File: src/hw/rtl/hse_pkg.sv
// Package: types, constants and the microcode table of the heap sort engine.
`default_nettype none

package hse_pkg;

	localparam int MAX_ITEMS = 64;
	localparam int AW        = $clog2(MAX_ITEMS);   // store address
	localparam int CW        = $clog2(MAX_ITEMS + 1); // element count
	localparam int DW        = 32;

	typedef struct packed {
		logic signed [DW-1:0] value;
		logic                 last;
	} hse_in_t;

	typedef struct packed {
		logic signed [DW-1:0] sorted_value;
		logic                 last_result;
		logic                 overflow;
	} hse_out_t;

	// microcode program addresses
	typedef enum logic [4:0] {
		ST_IDLE,
		ST_START,
		ST_BLOOP,
		ST_BRD,
		ST_BNV,
		ST_S0,
		ST_S1,
		ST_S2,
		ST_S3,
		ST_EXIT,
		ST_RET,
		ST_RET2,
		ST_SINIT,
		ST_SLOOP,
		ST_SA,
		ST_SB,
		ST_OUT0,
		ST_OUT1,
		ST_FIN
	} step_t;

	typedef enum logic [3:0] {
		C_NONE,
		C_ALWAYS,
		C_NOT_LAST,
		C_I_ZERO,
		C_L_GE_N,
		C_MOVED,
		C_BUILD,
		C_N_LE_1,
		C_OUT_FULL,
		C_MORE
	} cond_t;

	typedef enum logic [2:0] {RA_I, RA_L, RA_R, RA_ZERO, RA_NM1} ra_t;
	typedef enum logic [1:0] {WA_NODE, WA_NM1, WA_CNT} wa_t;
	typedef enum logic [1:0] {WD_BV, WD_NV, WD_RDATA, WD_IN} wd_t;
	typedef enum logic [1:0] {IOP_HOLD, IOP_DEC, IOP_INC, IOP_CLR} iop_t;
	typedef enum logic [1:0] {NOP_HOLD, NOP_FROM_I, NOP_ZERO, NOP_FROM_BIG} nop_t;
	typedef enum logic [1:0] {PICK_NONE, PICK_LEFT, PICK_RIGHT} pick_t;

	// one control word
	typedef struct packed {
		cond_t cond;
		step_t target;
		logic  in_rdy;
		ra_t   ra;
		logic  we;
		wa_t   wa;
		wd_t   wd;
		logic  start;
		iop_t  iop;
		nop_t  nop;
		logic  nv_ld;
		pick_t pick;
		logic  n_dec;
		logic  phase_sort;
		logic  out_ld;
		logic  fin;
	} hse_ctrl_t;

	// datapath flags seen by the jump logic
	typedef struct packed {
		logic in_last_fire;
		logic i_zero;
		logic l_ge_n;
		logic moved;
		logic build;
		logic n_le_1;
		logic out_full;
		logic more;
	} hse_stat_t;

	// read-only control store
	function automatic hse_ctrl_t ucode(step_t s);
		hse_ctrl_t c;
		c = hse_ctrl_t'('0);
		unique case (s)
			ST_IDLE: begin
				c.in_rdy = 1'b1;
				c.we     = 1'b1;
				c.wa     = WA_CNT;
				c.wd     = WD_IN;
				c.cond   = C_NOT_LAST;
				c.target = ST_IDLE;
			end
			ST_START: begin
				c.start = 1'b1;
			end
			ST_BLOOP: begin
				c.iop    = IOP_DEC;
				c.cond   = C_I_ZERO;
				c.target = ST_SINIT;
			end
			ST_BRD: begin
				c.ra  = RA_I;
				c.nop = NOP_FROM_I;
			end
			ST_BNV: begin
				c.nv_ld  = 1'b1;
				c.cond   = C_ALWAYS;
				c.target = ST_S0;
			end
			ST_S0: begin
				c.ra     = RA_L;
				c.cond   = C_L_GE_N;
				c.target = ST_EXIT;
			end
			ST_S1: begin
				c.ra   = RA_R;
				c.pick = PICK_LEFT;
			end
			ST_S2: begin
				c.pick = PICK_RIGHT;
			end
			ST_S3: begin
				c.we     = 1'b1;
				c.wa     = WA_NODE;
				c.wd     = WD_BV;
				c.nop    = NOP_FROM_BIG;
				c.cond   = C_MOVED;
				c.target = ST_S0;
			end
			ST_EXIT: begin
				c.we = 1'b1;
				c.wa = WA_NODE;
				c.wd = WD_NV;
			end
			ST_RET: begin
				c.cond   = C_BUILD;
				c.target = ST_BLOOP;
			end
			ST_RET2: begin
				c.cond   = C_ALWAYS;
				c.target = ST_SLOOP;
			end
			ST_SINIT: begin
				c.iop        = IOP_CLR;
				c.phase_sort = 1'b1;
			end
			ST_SLOOP: begin
				c.ra     = RA_ZERO;
				c.cond   = C_N_LE_1;
				c.target = ST_OUT0;
			end
			ST_SA: begin
				c.ra    = RA_NM1;
				c.we    = 1'b1;
				c.wa    = WA_NM1;
				c.wd    = WD_RDATA;
				c.n_dec = 1'b1;
			end
			ST_SB: begin
				c.nv_ld  = 1'b1;
				c.nop    = NOP_ZERO;
				c.cond   = C_ALWAYS;
				c.target = ST_S0;
			end
			ST_OUT0: begin
				c.ra     = RA_I;
				c.cond   = C_OUT_FULL;
				c.target = ST_OUT0;
			end
			ST_OUT1: begin
				c.out_ld = 1'b1;
				c.iop    = IOP_INC;
				c.cond   = C_MORE;
				c.target = ST_OUT0;
			end
			ST_FIN: begin
				c.fin    = 1'b1;
				c.cond   = C_ALWAYS;
				c.target = ST_IDLE;
			end
			default: begin
				c.cond   = C_ALWAYS;
				c.target = ST_IDLE;
			end
		endcase
		return c;
	endfunction

endpackage

`default_nettype wire

File: src/hw/rtl/hse_sequencer.sv
// Microcode sequencer: step counter, control store lookup and conditional jumps.
`default_nettype none

module hse_sequencer (
	input  wire logic              clk,
	input  wire logic              arst_n,
	input  wire hse_pkg::hse_stat_t stat,
	output hse_pkg::hse_ctrl_t     ctrl
);
	import hse_pkg::*;

	step_t step_q;
	step_t step_d;
	logic  take;

	always_ff @(posedge clk or negedge arst_n) begin
		if (!arst_n) begin
			step_q <= ST_IDLE;
		end else begin
			step_q <= step_d;
		end
	end

	always_comb begin
		ctrl = ucode(step_q);
		unique case (ctrl.cond)
			C_NONE:     take = 1'b0;
			C_ALWAYS:   take = 1'b1;
			C_NOT_LAST: take = !stat.in_last_fire;
			C_I_ZERO:   take = stat.i_zero;
			C_L_GE_N:   take = stat.l_ge_n;
			C_MOVED:    take = stat.moved;
			C_BUILD:    take = stat.build;
			C_N_LE_1:   take = stat.n_le_1;
			C_OUT_FULL: take = stat.out_full;
			C_MORE:     take = stat.more;
			default:    take = 1'b0;
		endcase
		step_d = take ? ctrl.target : step_t'(step_q + 5'd1);
	end

endmodule

`default_nettype wire

File: src/hw/rtl/hse_datapath.sv
// Datapath: element store, heap index registers, compare unit and output register.
`default_nettype none

module hse_datapath (
	input  wire logic               clk,
	input  wire logic               arst_n,
	input  wire hse_pkg::hse_ctrl_t ctrl,
	output hse_pkg::hse_stat_t      stat,
	input  wire logic               in_valid,
	output logic                    in_ready,
	input  wire hse_pkg::hse_in_t   in_word,
	output logic                    out_valid,
	input  wire logic               out_ready,
	output hse_pkg::hse_out_t       out_word
);
	import hse_pkg::*;

	logic [DW-1:0] mem [MAX_ITEMS];
	logic [DW-1:0] rdata_q;

	logic [CW-1:0] cnt_q;
	logic          drop_q;
	logic [CW-1:0] n_q;
	logic [CW-1:0] i_q;
	logic [AW-1:0] node_q;
	logic [AW-1:0] big_q;
	logic [DW-1:0] nv_q;
	logic [DW-1:0] bv_q;
	logic          sort_q;
	logic          ovld_q;
	hse_out_t      oword_q;

	logic          fire;
	logic          full;
	logic [CW-1:0] lidx;
	logic [CW:0]   ridx;
	logic [CW-1:0] nm1;
	logic [AW-1:0] raddr;
	logic [AW-1:0] waddr;
	logic [DW-1:0] wdata;
	logic          wen;
	logic          more;

	assign in_ready = ctrl.in_rdy;
	assign fire     = in_valid && ctrl.in_rdy;
	assign full     = (cnt_q == CW'(MAX_ITEMS));
	assign lidx     = {node_q, 1'b1};
	assign ridx     = {1'b0, node_q, 1'b0} + (CW+1)'(2);
	assign nm1      = n_q - CW'(1);
	assign more     = ({1'b0, i_q} + (CW+1)'(1)) < {1'b0, cnt_q};

	always_comb begin
		case (ctrl.ra)
			RA_I:    raddr = i_q[AW-1:0];
			RA_L:    raddr = lidx[AW-1:0];
			RA_R:    raddr = ridx[AW-1:0];
			RA_NM1:  raddr = nm1[AW-1:0];
			default: raddr = '0;
		endcase
		case (ctrl.wa)
			WA_NODE: waddr = node_q;
			WA_NM1:  waddr = nm1[AW-1:0];
			default: waddr = cnt_q[AW-1:0];
		endcase
		case (ctrl.wd)
			WD_BV:    wdata = bv_q;
			WD_NV:    wdata = nv_q;
			WD_RDATA: wdata = rdata_q;
			default:  wdata = in_word.value;
		endcase
		// input writes only land for an accepted word with room left
		wen = ctrl.we && ((ctrl.wd != WD_IN) || (fire && !full));
	end

	always_ff @(posedge clk) begin
		if (wen) begin
			mem[waddr] <= wdata;
		end
		rdata_q <= mem[raddr];
	end

	always_ff @(posedge clk or negedge arst_n) begin
		if (!arst_n) begin
			cnt_q  <= '0;
			drop_q <= 1'b0;
			n_q    <= '0;
			i_q    <= '0;
			node_q <= '0;
			big_q  <= '0;
			sort_q <= 1'b0;
			ovld_q <= 1'b0;
		end else begin
			if (fire) begin
				if (full) begin
					drop_q <= 1'b1;
				end else begin
					cnt_q <= cnt_q + CW'(1);
				end
			end
			if (ctrl.start) begin
				n_q    <= cnt_q;
				i_q    <= cnt_q >> 1;
				sort_q <= 1'b0;
			end else begin
				case (ctrl.iop)
					IOP_DEC: i_q <= i_q - CW'(1);
					IOP_INC: i_q <= i_q + CW'(1);
					IOP_CLR: i_q <= '0;
					default: i_q <= i_q;
				endcase
			end
			if (ctrl.n_dec) begin
				n_q <= nm1;
			end
			if (ctrl.phase_sort) begin
				sort_q <= 1'b1;
			end
			case (ctrl.nop)
				NOP_FROM_I:   node_q <= i_q[AW-1:0];
				NOP_ZERO:     node_q <= '0;
				NOP_FROM_BIG: node_q <= big_q;
				default:      node_q <= node_q;
			endcase
			case (ctrl.pick)
				PICK_LEFT: begin
					big_q <= ($signed(rdata_q) > $signed(nv_q)) ? lidx[AW-1:0] : node_q;
				end
				PICK_RIGHT: begin
					if ((ridx < {1'b0, n_q}) && ($signed(rdata_q) > $signed(bv_q))) begin
						big_q <= ridx[AW-1:0];
					end
				end
				default: big_q <= big_q;
			endcase
			if (ctrl.fin) begin
				cnt_q  <= '0;
				drop_q <= 1'b0;
			end
			if (ctrl.out_ld) begin
				ovld_q <= 1'b1;
			end else if (out_ready) begin
				ovld_q <= 1'b0;
			end
		end
	end

	// value registers, no reset needed
	always_ff @(posedge clk) begin
		if (ctrl.nv_ld) begin
			nv_q <= rdata_q;
		end
		case (ctrl.pick)
			PICK_LEFT: begin
				bv_q <= ($signed(rdata_q) > $signed(nv_q)) ? rdata_q : nv_q;
			end
			PICK_RIGHT: begin
				if ((ridx < {1'b0, n_q}) && ($signed(rdata_q) > $signed(bv_q))) begin
					bv_q <= rdata_q;
				end
			end
			default: bv_q <= bv_q;
		endcase
		if (ctrl.out_ld) begin
			oword_q.sorted_value <= $signed(rdata_q);
			oword_q.last_result  <= !more;
			oword_q.overflow     <= drop_q;
		end
	end

	assign out_valid = ovld_q;
	assign out_word  = oword_q;

	always_comb begin
		stat.in_last_fire = fire && in_word.last;
		stat.i_zero       = (i_q == '0);
		stat.l_ge_n       = (lidx >= n_q);
		stat.moved        = (big_q != node_q);
		stat.build        = !sort_q;
		stat.n_le_1       = (n_q <= CW'(1));
		stat.out_full     = ovld_q;
		stat.more         = more;
	end

endmodule

`default_nettype wire

File: src/hw/rtl/heap_sort_engine.sv
// Top level of the heap sort engine: microcode sequencer plus datapath.
//
//  channel | dir | handshake           | word
//  --------+-----+---------------------+--------------------------------------
//  in      | in  | in_valid / in_ready | in_word  {value, last}
//  out     | out | out_valid/out_ready | out_word {sorted_value, last_result,
//          |     |                     |           overflow}
//
// Loading: one cycle per word; words past 64 are dropped and flagged. The last word
// starts the sort, bound by one store read per cycle: each sift level reads the left
// child, reads the right child, compares and moves the hole.
// Each result waits until the last one is taken; out_ready low holds the sequencer.
// Reset clears counters and flags only; the store needs no clearing pass.
`default_nettype none

module heap_sort_engine (
	input  wire logic             clk,
	input  wire logic             arst_n,
	input  wire logic             in_valid,
	output logic                  in_ready,
	input  wire hse_pkg::hse_in_t in_word,
	output logic                  out_valid,
	input  wire logic             out_ready,
	output hse_pkg::hse_out_t     out_word
);
	import hse_pkg::*;

	hse_ctrl_t ctrl;  // control word of the current microstep
	hse_stat_t stat;  // branch flags back from the datapath

	// step counter and control store
	hse_sequencer u_seq (
		.clk    (clk),
		.arst_n (arst_n),
		.stat   (stat),
		.ctrl   (ctrl)
	);

	// store, sift registers, compare and output register
	hse_datapath u_dp (
		.clk       (clk),
		.arst_n    (arst_n),
		.ctrl      (ctrl),
		.stat      (stat),
		.in_valid  (in_valid),
		.in_ready  (in_ready),
		.in_word   (in_word),
		.out_valid (out_valid),
		.out_ready (out_ready),
		.out_word  (out_word)
	);

endmodule

`default_nettype wire

File: config.mk
export PLATFORM = sky130hd
export DESIGN_NAME = heap_sort_engine
export DESIGN_NICKNAME = d
export VERILOG_FILES = /design/src/hw/rtl/hse_pkg.sv /design/src/hw/rtl/hse_sequencer.sv /design/src/hw/rtl/hse_datapath.sv /design/src/hw/rtl/heap_sort_engine.sv
export SDC_FILE = /design/constraint.sdc
export NUM_CORES = 2
export LEC_CHECK = 0
export BUFFER_PORTS_ARGS = -buffer_cell sky130_fd_sc_hd__buf_2
export CAP_MARGIN = 20
export CORE_MARGIN = 2
export CORE_UTILIZATION = 45
export DETAILED_ROUTE_END_ITERATION = 10
export HOLD_SLACK_MARGIN = 0.03
export PLACE_DENSITY = 0.61
export REMOVE_ABC_BUFFERS = 1
export SETUP_SLACK_MARGIN = 0.2
export SYNTH_ARGS = -nofsm -noshare
export SYNTH_HDL_FRONTEND = slang
export SYNTH_SLANG_ARGS = --single-unit
File: constraint.sdc
create_clock -name clk -period 4.83 [get_ports clk]
set_input_delay 0.966 -clock clk [delete_from_list [all_inputs] [get_ports clk]]
set_output_delay 0.966 -clock clk [all_outputs]
set_load 0.005 [all_outputs]
==> impl_metrics.csv <==
group,metric,value,unit
pwr,leakagePower,36.95,nW
critical_path,r2r_cells,13,
pwr,vdd_ir_drop_max,0.4236,mV
synth,synth_seq_area_share,72.44,%
drt,wl_per_cell,30.04,µm
drt,dr.pass1.iters,6,
clock_tree,htree_levels,4,
drt,vias,63300,
sta,finalCritPeriodShare,96.55,%
sta,rsz0062_at_grt,"true",
sta,setup_viol,0,
global_route,antenna_found_initial,26,
synth,synth-async-reset-ratio,1.848,%
pwr,power_density,704.6,mW/mm²
critical_path,critical_path_class,"reg2reg",
drt,antenna_left,0,
floorplan,die_h,454.3,µm
critical_path,critPathCaptureType,"flip-flop",
floorplan,start_util,45.20,%
floorplan,die_w,454.3,µm
sta,min_period,4.663,ns
global_route,grt_pass1_wl,433300,µm
layout,final_common_cell,"edfxtp_1",
place,port_buffers,72,
drt,wl,309100,µm
synth,synthFlopType,"edfxtp_1",
sta,clock.fmax,214.4,MHz
clock_tree,cts_max_path_buffers,3,
synth,synth_cell_types,85,
drt,drc_errors,0,
sta,tightest_slew,1.216,ns
sta,slew_headroom,18.11,%
synth,yosysWarnings,0,
layout,layout_common_cells,"edfxtp_1, nand2_1, nand3_1, buf_4, clkbuf_16",
place,dp_hpwl,187500,µm
critical_path,start_kind,"flip-flop",
critical_path,required,5.54,ns
clock_tree,clk_pin_slew,0.06,ns
floorplan,rows,165,
synth,synth_area,0.09126,mm²
floorplan,core,0.2019,mm²
layout,drive_above_1_share,12.78,%
critical_path,worstPathArrival,5.37,ns
worst_hold_path,hp-class,"in2async",
sta,fin_worst_skew,0.05445,ns
clock_tree,numCtsBuffers,220,
layout,final_nets,7559,
outcome,outcome,"complete, no violations",
run,maxCapViolCount,0,
synth,synth_area_leaders,"edfxtp_1, nand2_1, nand3_1, a31oi_1, a311oi_1",
global_route,grt_max_degree,99,
floorplan,ioPinCount,73,
sta,holdWs,0.2645,ns
global_route,grt_pass1_vias,59020,
drt,viasPerCell,6.152,
sta,slew_violations,0,
clock_tree,insertion_delay,0.89,ns
global_route,grt.overflow.total,0,
place,post-place-ws,0.05315,ns
synth,syn_inst,7165,
clock_tree,cts_tree,"yes",
global_route,grtUsageTotal,29.33,%
layout,area_growth,15.85,%
place,gp_congestion,0.9537,
floorplan,die_area,0.2064,mm²
synth,synth-seq-cells,2219,
sta,fin_ws,0.1668,ns
clock_tree,cts_hold_buf,0,
layout,fin_area,0.1057,mm²
clock_tree,cts_root_buffer,"clkbuf_16",
sta,finalHoldViolCount,0,
critical_path,cp_max_fo,24,
synth,yosys.area.top_type_share,70.61,%
synth,avgSynthCellArea,12.74,µm²
synth,yosysTopAreaCell,"edfxtp_1",
clock_tree,clock_sinks,2219,
place,placed_area,0.09821,mm²
synth,synth_edf_count,2146,
drt,drt-initial-drc-count,9456,
-- power breakdown --
part / switching (W) / leakage [nW] / internal, W / total (W)
clock network: 0.00742 / 3.53 / 0.00991 / 0.0173
registers: 0.00104 / 20.1 / 0.0251 / 0.0262
logic: 0.0223 / 13.4 / 0.00871 / 0.0310
-- metrics by stage --
step,total power [W],setup TNS (ns),util (%),std cells
CTS,0.07362,0,52.24,10260
floorplan,0.04061,-1660.44,-,6708
finish,0.07449,0,52.36,10290
global placement,0.05610,0,48.64,9859
global route,0.07685,0,52.35,10280
detailed placement,0.05640,0,48.64,9859
-- timing repair --
item / CTS / global route
cloned: 0 / 2
resized for setup: 6 / 16
setup buffers: 0 / 11
hold endpoints to repair: 0 / 0
setup endpoints to repair: 5 / 10
pin swaps: 0 / 4
-- cells in the mapped netlist, types with 11 or more instances --
cell type	count
buf_2	220
nor2b_1	12
clkbuf_1	137
o22ai_1	40
nor4_1	16
nand2_1	2053
ha_1	99
a211oi_1	57
o21ai_1	11
nand3_1	775
buf_1	38
nand4_1	54
mux2i_1	45
nor2_1	173
edfxtp_1	2146
inv_1	99
a32oi_1	24
dfrtp_1	41
xnor2_1	21
a21o_1	28
buf_6	14
a21oi_1	88
dfxtp_1	32
and3_1	208
nor3_1	14
nand2b_1	11
buf_4	47
o211ai_1	12
a311oi_1	150
a31oi_1	215
a221oi_1	14
o21ai_0	94
a22oi_1	38
-- critical path, stage by stage, from the launching register on --
cell	delay, ns
dfrtp_1	0.43
inv_1	0.10
ha_1	0.45
nor4b_4	0.09
buf_4	0.20
a22oi_4	0.39
and2_4	0.45
buf_4	0.24
buf_4	0.34
buf_4	0.23
mux2i_1	0.52
o22ai_2	0.29
a211oi_1	0.54
nor2_1	0.21
-- sequential cells by signal, summed over array words and instances, names as in the netlist --
signal,flops
u_dp.big_q,6
u_dp.bv_q,32
u_dp.cnt_q,7
u_dp.drop_q,1
u_dp.i_q,7
u_dp.mem,2048
u_dp.n_q,7
u_dp.node_q,6
u_dp.nv_q,32
u_dp.out_valid,1
u_dp.out_word,34
u_dp.rdata_q,32
u_dp.sort_q,1
u_seq.step_q,5
-- kinds of logic after synthesis --
kind of cell | synth area share [%]
AO/OA/AOI/OAI | 6.448
adder cells (fa/ha/maj) | 1.379
multiplexers | 0.5429
XOR/XNOR | 0.2975
buffers and inverters | 2.902
AND/OR/NAND/NOR | 15.99
flip-flops | 72.44
-- metal layers --
metal | global-route usage, % | part of all wire, % | vias to the layer above
met2 | 44.35 | 45 | 4028
met1 | 39.94 | 38 | 31630
met5 | 0 | 0.0081 | -
met3 | 6.400 | 12 | 654
li1 | - | - | 26980
met4 | 15.15 | 5.5 | 4
-- final cells by class --
type | count | area, µm²
diodes | 12 | 30.03
clock buffers | 286 | 5916
clock inverters | 119 | 1323
fillers | 16730 | 96180
inverters | 100 | 375.4
multi-input cells | 4391 | 23720
flip-flops and latches | 2219 | 66110
well taps | 2672 | 3343
repair buffers | 490 | 4907
-- worst paths after layout --
path,slack (ns),end,start
min in group clk,0.28,u_dp.out_valid,out_ready
hold / removal,0.26,u_dp.node_q[5],arst_n
setup / recovery,0.17,u_dp.rdata_q[27],u_seq.step_q[0]
hold reg to reg,0.50,u_dp.out_word[0],u_dp.drop_q
setup reg to reg,0.17,u_dp.rdata_q[27],u_seq.step_q[0]
max in group asynchronous,3.92,u_dp.n_q[4],arst_n
(Power assumes the default switching activity.)
